===== config.mk =====
export PLATFORM = sky130hd
export DESIGN_NAME = ink_stroke_midpoint_smoother
export DESIGN_NICKNAME = d
export VERILOG_FILES = /design/src/hdl/isms_pkg.sv /design/src/hdl/ink_stroke_midpoint_smoother.sv /design/src/hdl/isms_core.sv /design/src/hdl/isms_out.sv
export SDC_FILE = /design/constraint.sdc
export NUM_CORES = 1
export LEC_CHECK = 0
export BUFFER_PORTS_ARGS = -buffer_cell sky130_fd_sc_hd__buf_4
export CORE_MARGIN = 2
export CORE_UTILIZATION = 36
export DETAILED_ROUTE_END_ITERATION = 10
export RECOVER_POWER = 25
export SYNTH_ARGS = -nofsm -noshare
export SYNTH_HDL_FRONTEND = slang
export SYNTH_SLANG_ARGS = --single-unit

===== constraint.sdc =====
create_clock -name clk -period 14.75 [get_ports clk]
set_clock_uncertainty 0.2 [all_clocks]
set_input_delay 0.7375 -clock clk [delete_from_list [all_inputs] [get_ports clk]]
set_output_delay 0.7375 -clock clk [all_outputs]
set_load 0.01 [all_outputs]

===== src/hdl/isms_pkg.sv =====
// Package for the ink stroke midpoint smoother: point, vertex, segment and
// batch types, plus the operation and point-count codes.
// No dependencies.
`default_nettype none

package isms_pkg;

    // Operation codes carried in the point transfer.
    localparam logic OP_APPEND = 1'b0;
    localparam logic OP_FINISH = 1'b1;

    // Saturating count of distinct points seen in the current stroke.
    localparam logic [1:0] SEEN_NONE = 2'd0;
    localparam logic [1:0] SEEN_ONE  = 2'd1;
    localparam logic [1:0] SEEN_TWO  = 2'd2;
    localparam logic [1:0] SEEN_MANY = 2'd3;

    // Segment kinds.
    localparam logic SEG_PROVISIONAL = 1'b0;
    localparam logic SEG_COMMITTED   = 1'b1;

    // Number of segments one point can produce.
    localparam int unsigned MAX_SEGS = 3;

    typedef struct packed {
        logic               op;
        logic signed [23:0] point_x;
        logic signed [23:0] point_y;
        logic        [15:0] point_radius;
        logic               want_provisional;
    } point_t;

    typedef struct packed {
        logic               committed;
        logic signed [23:0] from_x;
        logic signed [23:0] from_y;
        logic        [15:0] from_radius;
        logic signed [23:0] to_x;
        logic signed [23:0] to_y;
        logic        [15:0] to_radius;
        logic               last_of_run;
    } seg_t;

    // Geometry of one stored point.
    typedef struct packed {
        logic [23:0] x;
        logic [23:0] y;
        logic [15:0] r;
    } vtx_t;

    // Segments produced by one point, in delivery order from index 0.
    typedef struct packed {
        logic [1:0]               count;
        seg_t [MAX_SEGS-1:0]      segs;
    } batch_t;

endpackage

`default_nettype wire


===== src/hdl/ink_stroke_midpoint_smoother.sv =====
// Top level of the ink stroke midpoint smoother.
// Depends on isms_pkg, isms_core and isms_out.
//
// Usage:
//   Point channel (point_valid, point_stall, point): one transfer carries a
//   stroke point with its operation (append or finish) and the provisional
//   tail request. Segment channel (seg_valid, seg_stall, seg): each transfer
//   carries one segment; last_of_run marks the final segment of a point.
//   A point produces zero to three segments.
//   A point is first held in the holding register; its segments are then
//   loaded into a three-entry result bank, whose head entry is offered on
//   the segment channel.
//   Throughput: one point per cycle while points produce no segments;
//   otherwise one segment per cycle while the receiver does not stall.
//   The result bank's single output port sets this rate.
//   The holding register accepts the next point while segments still wait.
//   When the receiver stalls, the current segment holds; once the holding
//   register is occupied and the bank cannot take its batch, point_stall rises.
//   Reset clears the point count and empties both stages; stored points
//   are rewritten by the first point of the next stroke.
`default_nettype none

module ink_stroke_midpoint_smoother (
    input  wire logic             clk,
    input  wire logic             rst_n,
    input  wire logic             point_valid,
    output logic                  point_stall,
    input  wire isms_pkg::point_t point,
    output logic                  seg_valid,
    input  wire logic             seg_stall,
    output isms_pkg::seg_t        seg
);
    import isms_pkg::*;

    logic   batch_valid;
    logic   batch_load;
    batch_t batch;

    // Point holding, stroke state and geometry.
    isms_core u_core (
        .clk         (clk),
        .rst_n       (rst_n),
        .point_valid (point_valid),
        .point_stall (point_stall),
        .point       (point),
        .batch_valid (batch_valid),
        .batch_load  (batch_load),
        .batch       (batch)
    );

    // Result bank and segment delivery.
    isms_out u_out (
        .clk         (clk),
        .rst_n       (rst_n),
        .batch_valid (batch_valid),
        .batch_load  (batch_load),
        .batch       (batch),
        .seg_valid   (seg_valid),
        .seg_stall   (seg_stall),
        .seg         (seg)
    );

endmodule

`default_nettype wire


===== src/hdl/isms_core.sv =====
// Holding register for the incoming point, the stroke state and the
// single-pass curve geometry. Produces one batch of segments per point.
// Depends on isms_pkg.
`default_nettype none

module isms_core (
    input  wire logic            clk,
    input  wire logic            rst_n,
    input  wire logic            point_valid,
    output logic                 point_stall,
    input  wire isms_pkg::point_t point,
    output logic                 batch_valid,
    input  wire logic            batch_load,
    output isms_pkg::batch_t     batch
);
    import isms_pkg::*;

    logic        hold_valid_reg;
    point_t      hold_reg;
    vtx_t        stable_reg;
    vtx_t        stable_next;
    vtx_t        recent_reg;
    vtx_t        recent_next;
    logic [1:0]  seen_reg;
    logic [1:0]  seen_next;
    logic [1:0]  seen_mid;
    logic        advance;
    logic        finish;
    logic        want;
    logic        same;
    logic        commit;
    vtx_t        p;
    vtx_t        end_pt;
    vtx_t        mid_pt;
    vtx_t        tail_from;

    // Floor of the average of two points.
    function automatic vtx_t mid_vtx(vtx_t a, vtx_t b);
        logic [24:0] sx;
        logic [24:0] sy;
        logic [16:0] sr;
        vtx_t        m;
        sx = {a.x[23], a.x} + {b.x[23], b.x};
        sy = {a.y[23], a.y} + {b.y[23], b.y};
        sr = {1'b0, a.r} + {1'b0, b.r};
        m.x = sx[24:1];
        m.y = sy[24:1];
        m.r = sr[16:1];
        return m;
    endfunction

    // Middle of the quadratic curve: floor((s + 2c + e) / 4).
    function automatic vtx_t curve_vtx(vtx_t s, vtx_t c, vtx_t e);
        logic [25:0] qx;
        logic [25:0] qy;
        logic [17:0] qr;
        vtx_t        q;
        qx = {{2{s.x[23]}}, s.x} + {c.x[23], c.x, 1'b0} + {{2{e.x[23]}}, e.x};
        qy = {{2{s.y[23]}}, s.y} + {c.y[23], c.y, 1'b0} + {{2{e.y[23]}}, e.y};
        qr = {2'b00, s.r} + {1'b0, c.r, 1'b0} + {2'b00, e.r};
        q.x = qx[25:2];
        q.y = qy[25:2];
        q.r = qr[17:2];
        return q;
    endfunction

    function automatic seg_t make_seg(logic kind, vtx_t a, vtx_t b, logic last);
        seg_t s;
        s.committed   = kind;
        s.from_x      = a.x;
        s.from_y      = a.y;
        s.from_radius = a.r;
        s.to_x        = b.x;
        s.to_y        = b.y;
        s.to_radius   = b.r;
        s.last_of_run = last;
        return s;
    endfunction

    // The held point moves on when the result bank can take its batch.
    assign advance     = hold_valid_reg && batch_load;
    assign point_stall = hold_valid_reg && !batch_load;
    assign batch_valid = hold_valid_reg;

    // Holding register for the accepted point.
    always_ff @(posedge clk or negedge rst_n)
    begin
        if (!rst_n)
        begin
            hold_valid_reg <= 1'b0;
        end
        else if (!point_stall)
        begin
            hold_valid_reg <= point_valid;
        end
    end

    always_ff @(posedge clk)
    begin
        if (point_valid && !point_stall)
        begin
            hold_reg <= point;
        end
    end

    // Geometry of the held point and the curve points derived from it.
    always_comb
    begin
        p.x    = hold_reg.point_x;
        p.y    = hold_reg.point_y;
        p.r    = hold_reg.point_radius;
        finish = (hold_reg.op == OP_FINISH);
        want   = hold_reg.want_provisional | finish;
        same   = (recent_reg == p);
        end_pt = mid_vtx(recent_reg, p);
        mid_pt = curve_vtx(stable_reg, recent_reg, end_pt);
    end

    // Next stroke state.
    always_comb
    begin
        stable_next = stable_reg;
        recent_next = recent_reg;
        seen_mid    = seen_reg;
        commit      = 1'b0;
        case (seen_reg)
            SEEN_NONE:
            begin
                stable_next = p;
                recent_next = p;
                seen_mid    = SEEN_ONE;
            end
            SEEN_ONE:
            begin
                if (!same)
                begin
                    recent_next = p;
                    seen_mid    = SEEN_TWO;
                end
            end
            SEEN_TWO, SEEN_MANY:
            begin
                if (!same)
                begin
                    commit      = 1'b1;
                    stable_next = end_pt;
                    recent_next = p;
                    seen_mid    = SEEN_MANY;
                end
            end
            default:
            begin
                seen_mid = seen_reg;
            end
        endcase
        seen_next = finish ? SEEN_NONE : seen_mid;
        tail_from = (seen_mid == SEEN_ONE) ? recent_next : stable_next;
    end

    // Segments in delivery order: any two committed halves, then any tail.
    always_comb
    begin
        if (commit)
        begin
            batch.count   = want ? 2'd3 : 2'd2;
            batch.segs[0] = make_seg(SEG_COMMITTED, stable_reg, mid_pt, 1'b0);
        end
        else
        begin
            batch.count   = want ? 2'd1 : 2'd0;
            batch.segs[0] = make_seg(finish, tail_from, recent_next, 1'b1);
        end
        batch.segs[1] = make_seg(SEG_COMMITTED, mid_pt, end_pt, !want);
        batch.segs[2] = make_seg(finish, tail_from, recent_next, 1'b1);
    end

    // Stroke state registers.
    always_ff @(posedge clk or negedge rst_n)
    begin
        if (!rst_n)
        begin
            seen_reg <= SEEN_NONE;
        end
        else if (advance)
        begin
            seen_reg <= seen_next;
        end
    end

    always_ff @(posedge clk)
    begin
        if (advance)
        begin
            stable_reg <= stable_next;
            recent_reg <= recent_next;
        end
    end

    // A finished stroke always restarts from an empty count.
    a_finish_clears: assert property (@(posedge clk) disable iff (!rst_n)
        (advance && finish) |=> (seen_reg == SEEN_NONE))
        else $error("point count not cleared after finish");

    // A point held back is still present on the next cycle.
    a_hold_kept: assert property (@(posedge clk) disable iff (!rst_n)
        point_stall |=> hold_valid_reg)
        else $error("held point lost while stalled");

endmodule

`default_nettype wire


===== src/hdl/isms_out.sv =====
// Result bank: takes a batch of up to three segments and delivers them
// one transfer per cycle while the segment channel is not stalled.
// Depends on isms_pkg.
`default_nettype none

module isms_out (
    input  wire logic             clk,
    input  wire logic             rst_n,
    input  wire logic             batch_valid,
    output logic                  batch_load,
    input  wire isms_pkg::batch_t batch,
    output logic                  seg_valid,
    input  wire logic             seg_stall,
    output isms_pkg::seg_t        seg
);
    import isms_pkg::*;

    seg_t [MAX_SEGS-1:0] entry_reg;
    logic [1:0]          cnt_reg;
    logic                drain;
    logic                load;

    // The bank takes a new batch when empty or when its last entry leaves.
    assign seg_valid  = (cnt_reg != 2'd0);
    assign seg        = entry_reg[0];
    assign drain      = seg_valid && !seg_stall;
    assign batch_load = (cnt_reg == 2'd0) || ((cnt_reg == 2'd1) && !seg_stall);
    assign load       = batch_valid && batch_load;

    // Entry count.
    always_ff @(posedge clk or negedge rst_n)
    begin
        if (!rst_n)
        begin
            cnt_reg <= 2'd0;
        end
        else if (load)
        begin
            cnt_reg <= batch.count;
        end
        else if (drain)
        begin
            cnt_reg <= cnt_reg - 2'd1;
        end
    end

    // Entries shift towards the head as each one is transferred.
    always_ff @(posedge clk)
    begin
        if (load)
        begin
            entry_reg <= batch.segs;
        end
        else if (drain)
        begin
            entry_reg[0] <= entry_reg[1];
            entry_reg[1] <= entry_reg[2];
        end
    end

    // The run marker sits on exactly the final entry of a batch.
    a_last_marker: assert property (@(posedge clk) disable iff (!rst_n)
        seg_valid |-> (seg.last_of_run == (cnt_reg == 2'd1)))
        else $error("last_of_run does not match remaining entries");

    // A batch is refused only while the bank still holds segments.
    a_refuse_stalled: assert property (@(posedge clk) disable iff (!rst_n)
        (batch_valid && !batch_load) |-> seg_valid)
        else $error("batch refused with an empty bank");

endmodule

`default_nettype wire


Word-level counts from Yosys, hierarchy flattened
Cells that the tools add are included.
Word-level totals
  register bits: 524
Operators by class
  add/subtract/negate cells: 10
  equality and inequality tests: 6
  muxes and demuxes: 19
  bitwise gates (word level): 1
  reduce and logical (&&, ||, !) cells: 16
Operator list (count)
  $mux W259: 2
  $pmux W64 S2: 2
  $mux W64: 3
  $mux W130: 1
  $eq A64 B64 Y1: 1
  $add A24 B25 Y26: 2
  $add A26 B26 Y26: 2
  $add A24 B24 Y25: 2
  $add A16 B17 Y18: 1
  $add A18 B16 Y18: 1
  $add A16 B16 Y17: 1
  $mux W2: 6
  $eq A2 B1 Y1 const B: 3
  $pmux W2 S3: 1
  $logic_and A1 B1 Y1: 5
  $eq A2 B2 Y1 const B: 2
  $logic_not A1 Y1: 4
  $logic_not A2 Y1: 2
  $mux W1: 4
  $reduce_bool A2 Y1: 2
  $reduce_or A3 Y1: 1
  $reduce_or A2 Y1: 1
  $sub A2 B1 Y2 const B: 1
  $logic_or A1 B1 Y1: 1
  $or A1 B1 Y1: 1

Longest topological paths before layout
  word-level depth: 7
  depth in mapped cells: 24
  depth with buffers taken out: 24

Cells and area by module
Synthesis repeated with hierarchy kept, for this count alone.
Unflattened totals
  cells, all modules: 2918
  area, all modules: 34177.8 µm²
Modules (own cells, without submodules)
  isms_core: times used 1, cells each 2090, area each 18184.9 µm², sequential area each 5900.7 µm²
  isms_out: times used 1, cells each 828, area each 15992.8 µm², sequential area each 11761.3 µm²

Least setup slack after synthesis
Ideal clock, no wire load.
  path kind: input to register
  from: in seg_stall
  to: reg u_out.cnt_reg[0]
  library setup time: 168 ps
  data arrival time: 13231 ps
  setup slack: 1151 ps
  stages on the path: 3
  buffers on the path: 0
  cell sequence: o21ai_1 o211ai_1 o21a_1
On the way
  word-level cells in the longest chain between the ends: 5
  elaborated cells between the ends (all ways): 7
  those cells by class: 1 x mux; 6 x reduce/logical
Ends and longest elaborated chain
  from (decl): RTL line ink_stroke_midpoint_smoother.sv:30  | input wire logic seg_stall,
  $logic_not A1 Y1 (*): RTL line isms_out.sv:26, isms_out.sv:27
  $logic_and A1 B1 Y1: RTL line isms_out.sv:27  | assign batch_load = (cnt_reg == 2'd0) || ((cnt_reg == 2'd1) && !seg_stall);
  $logic_or A1 B1 Y1: RTL line isms_out.sv:27
  $logic_and A1 B1 Y1: RTL line isms_out.sv:28  | assign load = batch_valid && batch_load;
  $mux W2 or $reduce_bool A2 Y1 (tied branches)
  to (signal assigned): RTL line isms_out.sv:39  | cnt_reg <= batch.count;
  to (signal assigned): RTL line isms_out.sv:43  | cnt_reg <= cnt_reg - 2'd1;
  to (decl): RTL line isms_out.sv:19  | logic [1:0] cnt_reg;
Mark *: on every way between the ends. The rest lies on a longest branch, timed or not.
A chain may end at the register's enable or synchronous reset.

Worst setup path after layout
  from: reg u_out.cnt_reg[0]
  to: reg u_out.entry_reg (netlist bit u_out.seg[13]) (enable)
On the way
  word-level cells in the longest chain between the ends: 5
  elaborated cells between the ends (all ways): 8
  those cells by class: 1 x eq/ne; 7 x reduce/logical
Ends and longest elaborated chain
  $eq A2 B1 Y1: RTL line isms_out.sv:27
  $logic_and A1 B1 Y1: RTL line isms_out.sv:27
  $logic_or A1 B1 Y1: RTL line isms_out.sv:27
  $logic_and A1 B1 Y1: RTL line isms_out.sv:28
  $reduce_bool A2 Y1 (no line) (*)
  to (signal assigned): RTL line isms_out.sv:52  | entry_reg <= batch.segs;
  to (decl): RTL line isms_out.sv:18  | seg_t [MAX_SEGS-1:0] entry_reg;
Marks and branches as above.

==> impl_metrics.env <==
export IMPL_clkSinkCount=524
export IMPL_grt_pass1_wl_microns=137000
export IMPL_vias=23100
export IMPL_worstPathArrival_ps=9480
export IMPL_reg2reg_slack_ps=5310
export IMPL_async_flop_share_pct=0.954
export IMPL_cts_tree="done"
export IMPL_violations="capacitance limit, slew limit"
export IMPL_rsz0062_at_grt="no"
export IMPL_maxCapViolCount=4
export IMPL_grt_pass1_vias=22500
export IMPL_startpoint="u_out.cnt_reg[0]"
export IMPL_grt_max_degree=151
export IMPL_required_ps=14790
export IMPL_drt_iter0_markers=1742
export IMPL_ant_nets=0
export IMPL_die_area_sq_um=91700
export IMPL_antenna_found_initial=1
export IMPL_tns_ps=0
export IMPL_die_width_microns=303
export IMPL_hpwl_microns=60100
export IMPL_clk_latency_ps=640
export IMPL_status="finished, violations left"
export IMPL_synth_most_common_cell="edfxtp_1"
export IMPL_synth_area_sq_um=32100
export IMPL_final_nets=3394
export IMPL_avgSynthCellArea_sq_um=10.3
export IMPL_min_path_type="primary input to flip-flop"
export IMPL_utilization_pct=39.6
export IMPL_areaGrowthSynthToFinish_pct=8.83
export IMPL_drc=0
export IMPL_io_buffers=201
export IMPL_hold_viol=0
export IMPL_wl_microns=89800
export IMPL_yosys_most_used_dff="edfxtp_1"
export IMPL_setup_slack_ps=5310
export IMPL_synth_seq_area_share_pct=48.8
export IMPL_clkTransAtPathRegs_ps=60
export IMPL_cts_buffers=60
export IMPL_cp_max_fo=150
export IMPL_row_count=109
export IMPL_cts_resized_gates=0
export IMPL_synth_seq_cells=524
export IMPL_grt_overflow_total=0
export IMPL_ys_warn_count=0
export IMPL_wl_per_cell_microns=20.7
export IMPL_cts_path_max_buffers=3
export IMPL_cts_root_buffer="clkbuf_16"
export IMPL_dp_cells=4230
export IMPL_tightest_slew_ps=9280
export IMPL_endpoint="u_out.seg[13]"
export IMPL_synth_top_area_share_pct=48.4
export IMPL_crit_type="flip-flop to flip-flop"
export IMPL_finalSetupViolCount=0
export IMPL_cp_start_kind="flip-flop"
export IMPL_drt_first_pass_iters=5
export IMPL_netlist_cell_type_count=80
export IMPL_finalCritPeriodShare_pct=64.0
export IMPL_relSlewSlack_pct=-518
export IMPL_fin_cells=4335
export IMPL_largest_reg_flops=195
export IMPL_htreeDepth=2
export IMPL_start_util_pct=36.4
export IMPL_netlist_top_cells_count="518 x edfxtp_1, 458 x nand2_1, 293 x o21ai_0"
export IMPL_reg2reg_to="u_out.seg[13]"
export IMPL_design_core_area_sq_um=88400
export IMPL_final_min_clock_period_ps=9440
export IMPL_rr_worst_depth=5
export IMPL_postSynthCellCount=3123
export IMPL_antenna_cells=0
export IMPL_ios=202
export IMPL_avgViaCountPerCell=5.32
export IMPL_die_y_microns=303
export IMPL_max_freq_mhz=106
export IMPL_endpoint_kind="flip-flop"
export IMPL_dp_slack_ps=8270
export IMPL_synth_area_leaders="edfxtp_1 48%, nand2_1 5.3%, ha_1 4.9%, o21ai_0 4.6%, fa_1 4.3%"
export IMPL_yosys_area_top_type="edfxtp_1"
export IMPL_gr_usage_all_layers_pct=19.4
export IMPL_drive_gt1_share_pct=7.07
export IMPL_drv_slew=327
export IMPL_globalplace_congestion=0.928
export IMPL_synth_fp_nets=3389
export IMPL_timing_rr_start="u_out.cnt_reg[0]"
export IMPL_synth_edff_count=518
cell usage in the layout, fill, tap and decap left out, types with 46 or more instances in the layout:
master	synthesis	final
a21o_1	46	46
a21oi_1	220	220
clkbuf_1	102	171
clkbuf_16	0	62
edfxtp_1	518	518
fa_1	69	69
ha_1	127	127
inv_1	177	177
mux2i_1	99	99
nand2_1	458	458
nor2_1	187	187
o21a_1	52	52
o21ai_0	293	294
o21ai_1	47	46
xnor2_1	62	62
xor2_1	49	49
metal layers:
layer,GRT usage [%],wire [microns],vias to the layer above
met5,0,11,-
met4,4.93,2120,2
met3,3.06,5340,113
met2,31.2,41200,660
met1,27.4,41200,11300
li1,-,-,11100
layout make-up:
type	instances	area (sq um)
Multi-Input combinational cell	2136	14100
Fill cell	8741	53400
Timing Repair Buffer	228	1110
Tap cell	1165	1460
Clock buffer	73	1590
Sequential cell	524	15700
Inverter	178	676
Clock inverter	31	293
what timing repair did:
action | in CTS | in global routing
hold endpoints to repair | 5 | 0
setup buffers | 0 | 0
hold buffers | 1 | 0
worst max-delay path, stage by stage (launching register included):
cell and delay [ps]:
dfrtp_1 380, inv_1 60, ha_1 250, o21ai_0 230, clkbuf_1 6430, buf_4 1360
cells by family (layout without fill, tap and decap cells):
kind of cell / count (synthesis) / in the layout / share of synthesized area, %
adder cells (fa/ha/maj): 196 / 196 / 9.24
AND/OR/NAND/NOR: 835 / 835 / 11.3
XOR/XNOR: 111 / 111 / 3.02
multiplexers: 144 / 144 / 4.66
flip-flops: 524 / 524 / 48.8
buffers and inverters: 463 / 510 / 7.25
AO/OA/AOI/OAI: 850 / 850 / 15.7
metrics by stage:
step                      hold WS, ps  instance area [sq um]
after floorplan                   242                  32100
after global placement            265                  33700
after detailed placement          280                  33700
after CTS                        31.1                  35600
after global routing             73.3                  35000
final                            97.1                  35000
worst min-delay path by stage:
stage	startpoint	cells after the start	slack, ps	to
detailed placement	u_out.entry_reg[389]	2	280	u_out.entry_reg[259]
global placement	u_out.entry_reg[389]	2	260	u_out.entry_reg[259]
floorplan	rst_n	0	240	u_core.batch_valid
global route	point[36]	1	70	u_core.hold_reg[36]
finish	point[37]	1	100	u_core.hold_reg[37]
CTS	point[36]	1	30	u_core.hold_reg[36]
Power is left out: the tool's default activity adds up to more than one toggle a clock period on the data nets, which glitch-free logic cannot reach.
